**src/sv/psd_pkg.sv**
```systemverilog
// Package with shared types and constants of the port scan detector.
package psd_pkg;

  localparam logic [1:0] KIND_TCP  = 2'd0;
  localparam logic [1:0] KIND_UDP  = 2'd1;
  localparam logic [1:0] KIND_END  = 2'd2;
  localparam logic [1:0] KIND_DROP = 2'd3;

  localparam logic [2:0] REG_WATCH_MODE   = 3'd0;
  localparam logic [2:0] REG_MY_ADDR      = 3'd1;
  localparam logic [2:0] REG_PORT_LIMIT   = 3'd2;
  localparam logic [2:0] REG_WEB_LIMIT    = 3'd3;
  localparam logic [2:0] REG_REPORT_SCANS = 3'd4;

  localparam logic [7:0]  PROTO_TCP   = 8'd6;
  localparam logic [7:0]  PROTO_UDP   = 8'd17;
  localparam logic [15:0] WEB_PORT    = 16'd80;
  localparam logic [31:0] SUBNET_MASK = 32'hffffff00;

  typedef struct packed {
    logic [1:0]  kind;
    logic [31:0] alert_src;
    logic [31:0] alert_dst;
    logic [7:0]  port_count;
    logic        last;
  } result_t;

  typedef struct packed {
    logic [1:0]  watch_mode;
    logic [31:0] my_addr;
    logic [15:0] port_limit;
    logic [15:0] web_limit;
    logic        report_scans;
  } cfg_t;

endpackage

```
**src/sv/psd_regs.sv**
```systemverilog
// Configuration register file of the port scan detector.
module psd_regs (
  input  logic              clk,
  input  logic              rst,
  input  logic              cfg_we,
  input  logic [2:0]        cfg_index,
  input  logic [31:0]       cfg_data,
  output psd_pkg::cfg_t     cfg
);

  always_ff @(posedge clk) begin
    if (rst) begin
      cfg.watch_mode   <= 2'd0;
      cfg.my_addr      <= 32'd0;
      cfg.port_limit   <= 16'd7;
      cfg.web_limit    <= 16'd40;
      cfg.report_scans <= 1'b1;
    end else if (cfg_we) begin
      case (cfg_index)
        psd_pkg::REG_WATCH_MODE:   cfg.watch_mode   <= cfg_data[1:0];
        psd_pkg::REG_MY_ADDR:      cfg.my_addr      <= cfg_data;
        psd_pkg::REG_PORT_LIMIT:   cfg.port_limit   <= cfg_data[15:0];
        psd_pkg::REG_WEB_LIMIT:    cfg.web_limit    <= cfg_data[15:0];
        psd_pkg::REG_REPORT_SCANS: cfg.report_scans <= cfg_data[0];
        default: ;
      endcase
    end
  end

endmodule

```
**config.mk**
```make
export PLATFORM = sky130hd
export DESIGN_NAME = psd_regs
export DESIGN_NICKNAME = d
export VERILOG_FILES = /design/src/sv/psd_pkg.sv /design/src/sv/psd_regs.sv
export SDC_FILE = /design/constraint.sdc
export NUM_CORES = 1
export LEC_CHECK = 0
export BUFFER_PORTS_ARGS = -buffer_cell sky130_fd_sc_hd__buf_2
export CORE_MARGIN = 5
export CORE_UTILIZATION = 30
export DETAILED_ROUTE_END_ITERATION = 10
export PLACE_DENSITY = 0.63
export SYNTH_ARGS = -nofsm -noshare
export SYNTH_HDL_FRONTEND = slang
export SYNTH_SLANG_ARGS = --single-unit
```
**constraint.sdc**
```tcl
create_clock -name clk -period 0.95 [get_ports clk]
set_input_delay 0.0475 -clock clk [delete_from_list [all_inputs] [get_ports clk]]
set_output_delay 0.0475 -clock clk [all_outputs]
set_load 0.05 [all_outputs]
```
==> results of run 1 <==
[per-stage QoR]
step | hold WS [ns] | power, mW | instances | utilization [%] | setup WS, ns
CTS | 0.007795 | 5.836 | 501 | 44.11 | 0.00001205
global route | 0.01813 | 6.056 | 501 | 46.38 | -0.02335
detailed placement | 0.3168 | 3.666 | 466 | 37.76 | -0.1148
global placement | 0.3084 | 3.657 | 466 | 37.76 | -0.07171
floorplan | 0.2028 | 3.447 | 263 | - | 0.06128
finish | 0.02963 | 5.764 | 501 | 46.38 | 0.03020
[report_power, final]
group / internal, mW / switching (mW)
Combinational: 0.388 / 0.443
Clock: 0.994 / 1.02
Sequential: 2.88 / 0.0434
[final timing paths]
check / slack (ns) / from / cells after the start / endpoint
max: 0.03 / cfg[25] / 1 / cfg[25]
min: 0.03 / cfg_data[0] / 3 / cfg[17]
max reg2reg: 0.28 / cfg[22] / 2 / cfg[22]
min reg2reg: 0.47 / cfg[10] / 2 / cfg[10]
[cells by family (layout without fill, tap and decap cells)]
group	after synthesis	in the layout	synth area share [%]
buffers and inverters	19	146	4.159
flip-flops	67	67	47.43
multiplexers	67	67	23.72
AND/OR/NAND/NOR	110	110	24.69
[final cells by class]
class | instances | area share (%)
clock inverter | 3 | 0.3520
sequential | 67 | 32.38
tap | 111 | 3.256
multi-input combinational | 177 | 32.09
clock buffer | 12 | 3.403
timing repair buffer | 131 | 28.51
[synthesized netlist by cell type (all sizes together)]
| master | number | share of area, % |
|---|---|---|
| buf | 10 | 3.0 |
| nand4bb | 1 | 0.40 |
| nor2 | 11 | 1.5 |
| and4bb | 3 | 1.5 |
| clkbuf | 9 | 1.2 |
| nand4b | 1 | 0.31 |
| dfxtp | 67 | 47 |
| or4b | 1 | 0.49 |
| mux2i | 67 | 24 |
| nand2b | 93 | 21 |
[tightest hold or removal path, stage by stage]
cell and delay, ns:
buf_2 0.09, nor2_1 0.06, mux2i_1 0.12
[routing by layer]
layer | global-route usage [%] | wire length (um) | vias up
li1 | - | - | 1115
met1 | 14.23 | 3023 | 1040
met2 | 19.21 | 3448 | 70
met3 | 4.636 | 450 | 10
met4 | 3.927 | 116 | 0
met5 | 0 | 0 | -
[what timing repair did]
item | CTS | global route
setup endpoints to repair | 67 | 57
resized for setup | 82 | 77
hold buffers | 20 | 0
hold endpoints to repair | 20 | 0
==> results.toml, run 1 <==
[floorplan]
die-area_sq_mm = 0.01147
start_util_pct = 30.75
core-area_sq_mm = 0.009196
chipWidth_um = 107.1
die_height_um = 107.1
io_pins = 105
placementRows = 35

[routing]
vias = 2235
vias_per_cell = 4.461
route.detailed.wl_per_inst_um = 14.05
dr.pass1.iters = 4
drc = 0
totalWireLength_mm = 7.038
drtIter0Drc = 72
ant_nets = 0

[worst_setup_path]
crit_chain = "buf_6"
critPathLaunchType = "register"
slowest_stage = "dfxtp_1"
critPathKind = "register to primary output"
crit_buf_inv = 1
end_kind = "primary output"
worst_ep_arrival_time_ns = 0.87
critical_path_required_ns = 0.90
worstPathMaxFanout = 2
crit_path_max_incr_delay_ns = 0.36
path_delay_family = "flip-flops"

[final_layout]
multi_input_area_sq_mm = 0.001369
n_fill_cell = 849
top_register = "cfg"
drive_above_1_share_pct = 40.77
area_growth_pct = 50.84
layout_commonest_cell = "nand2b_1"
most-common-layout-cells = "nand2b_1, mux2i_1, buf_6"
finalInstanceArea_sq_mm = 0.004265
reg.largest.list = "cfg x67"
largest_register_ffs = 67
antenna_cells = 0
final-seq-area_sq_mm = 0.001381
nNetsFinal = 424

[cts]
htreeDepth = 3
clock_path_buffers = 2
cts_buffers = 9
insertion_delay_ns = 0.33
cts_tree = "done"
cts_setup_buffers = 0
clock_sinks = 67
clock-root-buffer = "clkbuf_8"
clk_pin_slew_worst_paths_ns = 0.07

[grt]
grt_max_degree = 55
track_usage_pct = 11.82
grt_antenna_before_repair = 0
overflow = 0
grt_pass1_wl_mm = 10.75
grt_pass1_vias = 2200

[synthesis]
synth-seq-cells = 67
ys_seq_area_share_pct = 47.43
yosys_warnings = 0
synth_cell_types = 13
syn_area_sq_mm = 0.002828
avgSynthCellArea_sq_um = 10.75
syn-num-nets = 301
netlist_instances = 263

[sta]
finalHoldViolations = 0
final-setup-viol-count = 0
period_share_pct = 96.82
clock_skew_ns = 0
worst_slew_pin_slew_ns = 0.2564
clock.fmax_mhz = 1087
period_minus_slack_ns = 0.9198
maxSlewViolCount = 0
relSlewSlack_pct = 82.91
setup_tns_ns = 0

[pwr]
p_leak_nw = 1.899
power_density_mw_per_mm2 = 1351
ir_worst_vdd_v = 0.0006497

[place]
dp_hpwl_mm = 4.518
placed_area_sq_mm = 0.003472
globalplace.congestion = 0.7005
numPortBuffers = 104

[run]
maxCapViolCount = 0

[outcome]
status = "finished clean"

[min_path]
min_path_type = "input pin to register"
Note: power is estimated with default switching activity, not from simulation.
==> run 2, diff against run 1 <==
--- a/config.mk
+++ b/config.mk
@@ -10,6 +10,7 @@
 export CORE_UTILIZATION = 30
 export DETAILED_ROUTE_END_ITERATION = 10
 export PLACE_DENSITY = 0.63
+export SETUP_SLACK_MARGIN = 0.2
 export SYNTH_ARGS = -nofsm -noshare
 export SYNTH_HDL_FRONTEND = slang
 export SYNTH_SLANG_ARGS = --single-unit
==> run 2 against run 1 <==
Sequential power hardly changed. Die area stayed put. Hold slack better by 0.0045 ns. Core utilization is 6.3 points higher. Largest power group unchanged. Clock power is 32% higher. Sequential share of layout area is 2.9 points lower. Register-to-register slack worse by 0.10 ns. Maximum frequency is 3.2% higher. Total power is 13% higher. Worst setup slack better by 0.029 ns.
==> results.toml, run 2 (synthesized netlist as in run 1, its figures left out) <==
[min_path]
hold_path_startpoint = "cfg_data[12]"
hold_end = "cfg[13]"
holdPathStages = 3
min_path_type = "input pin to register"

[pwr]
power_density_mw_per_mm2 = 1345
ir_worst_vdd_v = 0.0005173
p_int_mw = 4.901
netSwitchingFraction_pct = 24.86
clkPwrFrac_pct = 40.8
p_leak_nw = 2.137
p_seq_share_pct = 45.0
comb_power_share_pct = 14.2
p_sw_mw = 1.621
p_total_mw = 6.522

[final_layout]
largest_register_ffs = 67
antenna_cells = 0
layout_commonest_cell = "nand2b_1"
top_register = "cfg"
drive_above_1_share_pct = 52.53
final_util_pct = 52.72
most-common-layout-cells = "nand2b_1, mux2i_1, dfxtp_2"
area_growth_pct = 71.46
fin_cells = 526
reg.largest.list = "cfg x67"
finalInstanceArea_sq_mm = 0.004848
nNetsFinal = 448

[floorplan]
placementRows = 35
core-area_sq_mm = 0.009196
die_height_um = 107.1
chipWidth_um = 107.1
io_pins = 105
die-area_sq_mm = 0.01147
start_util_pct = 30.75

[sta]
clock_skew_ns = 0
rsz0062_at_grt = "true"
period_share_pct = 93.79
clock.fmax_mhz = 1122
final-setup-viol-count = 0
relSlewSlack_pct = 83.07
worst_slew_pin_slew_ns = 0.2539
hold_slack_ns = 0.03418
period_minus_slack_ns = 0.8910
maxSlewViolCount = 0
finalHoldViolations = 0

[worst_setup_path]
end_kind = "primary output"
crit_buf_inv = 1
worst_ep_arrival_time_ns = 0.84
reg2regPathDepth = 3
crit_chain = "buf_8"
worstPathMaxFanout = 2
critical_path_required_ns = 0.90
rr_startpoint = "cfg[23]"
rrSetupSlack_ns = 0.18
r2r-end = "cfg[23]"
crit_path_max_incr_delay_ns = 0.36
path_delay_family = "flip-flops"
slowest_stage = "dfxtp_2"
critPathLaunchType = "register"
critPathKind = "register to primary output"

[grt]
overflow = 0
grt_antenna_before_repair = 0
track_usage_pct = 12.72
grt_pass1_vias = 2289
grt_max_degree = 39
grt_pass1_wl_mm = 11.37

[place]
numPortBuffers = 104
dp_cells = 469
globalplace.congestion = 0.7332
placed_area_sq_mm = 0.003578
dp_hpwl_mm = 4.795

[outcome]
status = "finished clean"

[cts]
clk_pin_slew_worst_paths_ns = 0.08
clock-root-buffer = "clkbuf_8"
clock_sinks = 67
clock_path_buffers = 2
htreeDepth = 3
cts_tree = "done"
insertion_delay_ns = 0.33
cts_buffers = 9

[routing]
vias_per_cell = 4.395
vias = 2312
totalWireLength_mm = 7.309
ant_nets = 0
route.detailed.wl_per_inst_um = 13.90
drc = 0
drtIter0Drc = 60
dr.pass1.iters = 4

[run]
maxCapViolCount = 0
==> run 2: power by group through the flow <==
stage                     logic, mW  registers, mW  clock network (mW)
after floorplan               0.271           3.19                   0
after global placement        0.703           2.98                   0
after detailed placement      0.709           2.98                   0
after CTS                     0.901           2.93                2.79
after global routing          0.983           2.94                2.88
final                         0.925           2.94                2.66
==> run 2: repair_timing <==
item	4_1_cts	5_1_grt
hold buffers	24	0
gates resized for setup	181	22
endpoints found under the hold margin	30	0
endpoints found under the setup margin	67	71
setup buffers	7	10
==> run 2: metal layers <==
layer,wire (um),vias up,global-route usage (%)
met5,0,-,0
met4,138,0,6.393
met3,391,8,3.853
met2,3551,63,20.15
met1,3229,1080,15.56
li1,-,1161,-
==> run 2: worst max path at each step <==
stage,from,end,slack (ns),depth (start not counted)
floorplan,cfg_index[0],cfg[65],0.13,2
global placement,cfg_index[2],cfg[14],-0.06,5
detailed placement,cfg_index[1],cfg[8],-0.08,5
CTS,cfg[3],cfg[3],0.03,1
global route,cfg[40],cfg[40],0.01,1
finish,cfg[23],cfg[23],0.06,1
==> run 2: final cells by class <==
type                            count  area, sq um
Clock buffer                       10        137.6
Tap cell                          111        138.9
Timing Repair Buffer              155         1684
Multi-Input combinational cell    177         1371
Sequential cell                    67         1428
Clock inverter                      6        88.84
Fill cell                         784         4348
==> run 2: metrics by stage <==
| step | TNS (ns) | setup slack (ns) |
|---|---|---|
| floorplan | 0 | 0.1258 |
| global placement | -2.125 | -0.06029 |
| detailed placement | -3.279 | -0.08015 |
| CTS | 0 | 0.03034 |
| global route | 0 | 0.01192 |
| finish | 0 | 0.05896 |
==> run 3, diff against run 2 <==
--- a/config.mk
+++ b/config.mk
@@ -5,7 +5,7 @@
 export SDC_FILE = /design/constraint.sdc
 export NUM_CORES = 1
 export LEC_CHECK = 0
-export BUFFER_PORTS_ARGS = -buffer_cell sky130_fd_sc_hd__buf_2
+export BUFFER_PORTS_ARGS = -buffer_cell sky130_fd_sc_hd__buf_4
 export CORE_MARGIN = 5
 export CORE_UTILIZATION = 30
 export DETAILED_ROUTE_END_ITERATION = 10
==> run 3 against run 2 <==
Final area shrank 0.18%. Sequential power is essentially flat. Global-route usage is essentially flat. Clock skew is the same. Critical path depth is the same. Register-to-register slack lost 0.05 ns. Non-clock buffer count shrank 7. Critical path type unchanged. Highest routed layer unchanged. First-iteration DRC count shrank 10%. Flip-flop and latch count is the same. Maximum frequency grew 0.65%.
==> results.toml, run 3 (synthesized netlist as in run 1, its figures left out) <==
[final_layout]
most-common-layout-cells = "nand2b_1, mux2i_1, dfxtp_2"
nNetsFinal = 441
layout_commonest_cell = "nand2b_1"
drive_above_1_share_pct = 52.45
top_register = "cfg"
antenna_cells = 0
finalInstanceArea_sq_mm = 0.004840
largest_register_ffs = 67
reg.largest.list = "cfg x67"
area_growth_pct = 71.15
final_util_pct = 52.63

[floorplan]
die_height_um = 107.1
placementRows = 35
chipWidth_um = 107.1
die-area_sq_mm = 0.01147
core-area_sq_mm = 0.009196
start_util_pct = 30.75
io_pins = 105

[place]
placed_area_sq_mm = 0.003791
globalplace.congestion = 0.7002
numPortBuffers = 104
dp_hpwl_mm = 4.550

[cts]
clock_sinks = 67
insertion_delay_ns = 0.32
clk_pin_slew_worst_paths_ns = 0.08
clock_path_buffers = 2
clock-root-buffer = "clkbuf_8"
cts_tree = "done"
cts_buffers = 9
htreeDepth = 3

[worst_setup_path]
cp_num_cells = 1
critical_path_required_ns = 0.90
worstPathMaxFanout = 2
cp-startpoint = "cfg[45]"
endpoint = "cfg[45]"
rrSetupSlack_ns = 0.13
crit_chain = "buf_8"
worst_ep_arrival_time_ns = 0.84
crit_path_max_incr_delay_ns = 0.37
critPathLaunchType = "register"
path_delay_family = "flip-flops"
rr_startpoint = "cfg[37]"
crit_buf_inv = 1
end_kind = "primary output"
r2r-end = "cfg[37]"
reg2regPathDepth = 4
critPathKind = "register to primary output"
slowest_stage = "dfxtp_4"

[grt]
grt_antenna_before_repair = 0
grt_pass1_wl_mm = 11.58
grt_pass1_vias = 2408
overflow = 0
track_usage_pct = 12.68
grt_max_degree = 105

[sta]
period_minus_slack_ns = 0.8853
clock.fmax_mhz = 1130
final-setup-viol-count = 0
relSlewSlack_pct = 64.48
worst_slew_pin_slew_ns = 0.5327
rsz0062_at_grt = "true"
finalHoldViolations = 0
clock_skew_ns = 0
setup_tns_ns = 0
period_share_pct = 93.19
maxSlewViolCount = 0

[run]
maxCapViolCount = 0

[routing]
dr.pass1.iters = 4
totalWireLength_mm = 7.125
ant_nets = 0
dr.max_layer_used = "met4"
drtIter0Drc = 54
vias = 2255
wl_met3_um = 458
wl_met1_mm = 3.093
vias_per_cell = 4.345
route.detailed.wl_per_inst_um = 13.73
wl_met2_mm = 3.490
drc = 0

[pwr]
power_density_mw_per_mm2 = 1354
ir_worst_vdd_v = 0.0008069
p_leak_nw = 2.129

[min_path]
hold_path_startpoint = "cfg_data[10]"
min_path_type = "input pin to register"

[outcome]
status = "finished clean"
run 3: changes by cell type in the layout (fill, tap and decap cells not counted), sizes merged:
cell / before / now
dlygate4sd3: 24 / 20
buf: 131 / 128
clkbuf: 10 / 12
clkinv: 2 / 1
clkinvlp: 2 / 1
run 3: worst min-delay path by stage:
stage / end / cells after the start
final: cfg[11] / 3
after global routing: cfg[18] / 3
after CTS: cfg[18] / 3
after detailed placement: cfg[60] / 3
after global placement: cfg[56] / 3
after floorplan: cfg[55] / 2
run 3: layout make-up:
type | count | area, sq um
clock inverters | 4 | 72.57
repair buffers | 148 | 1674
fillers | 795 | 4357
well taps | 111 | 138.9
flip-flops and latches | 67 | 1428
clock buffers | 12 | 155.1
multi-input cells | 177 | 1371
run 3: timing repair:
item                                    in CTS  in global routing
endpoints found under the hold margin       20                  0
hold buffers                                20                  0
resized for setup                          122                 10
endpoints found under the setup margin      87                 72
setup buffers                               11                  6
run 3: power breakdown:
part           internal (mW)  leakage (nW)  total, mW  switching (mW)
combinational          0.485          1.45      0.929           0.444
sequential              2.88         0.570       2.93          0.0552
clock                   1.62         0.113       2.69            1.07
run 3: stage by stage:
stage / total power [mW] / setup slack, ns / hold slack, ns / instances
global route: 6.854 / 0.01817 / 0.01325 / 519
floorplan: 3.465 / 0.1258 / 0.1953 / 263
detailed placement: 3.745 / -0.1858 / 0.3194 / 466
global placement: 3.740 / -0.1665 / 0.3141 / 466
finish: 6.552 / 0.06473 / 0.01064 / 519
CTS: 6.634 / 0.04512 / 0.002046 / 513
run 3: metal layers:
metal	vias up	track usage, %
li1	1143	-
met1	1041	15.21
met5	-	0
met2	65	20.87
met4	0	4.201
met3	6	4.696
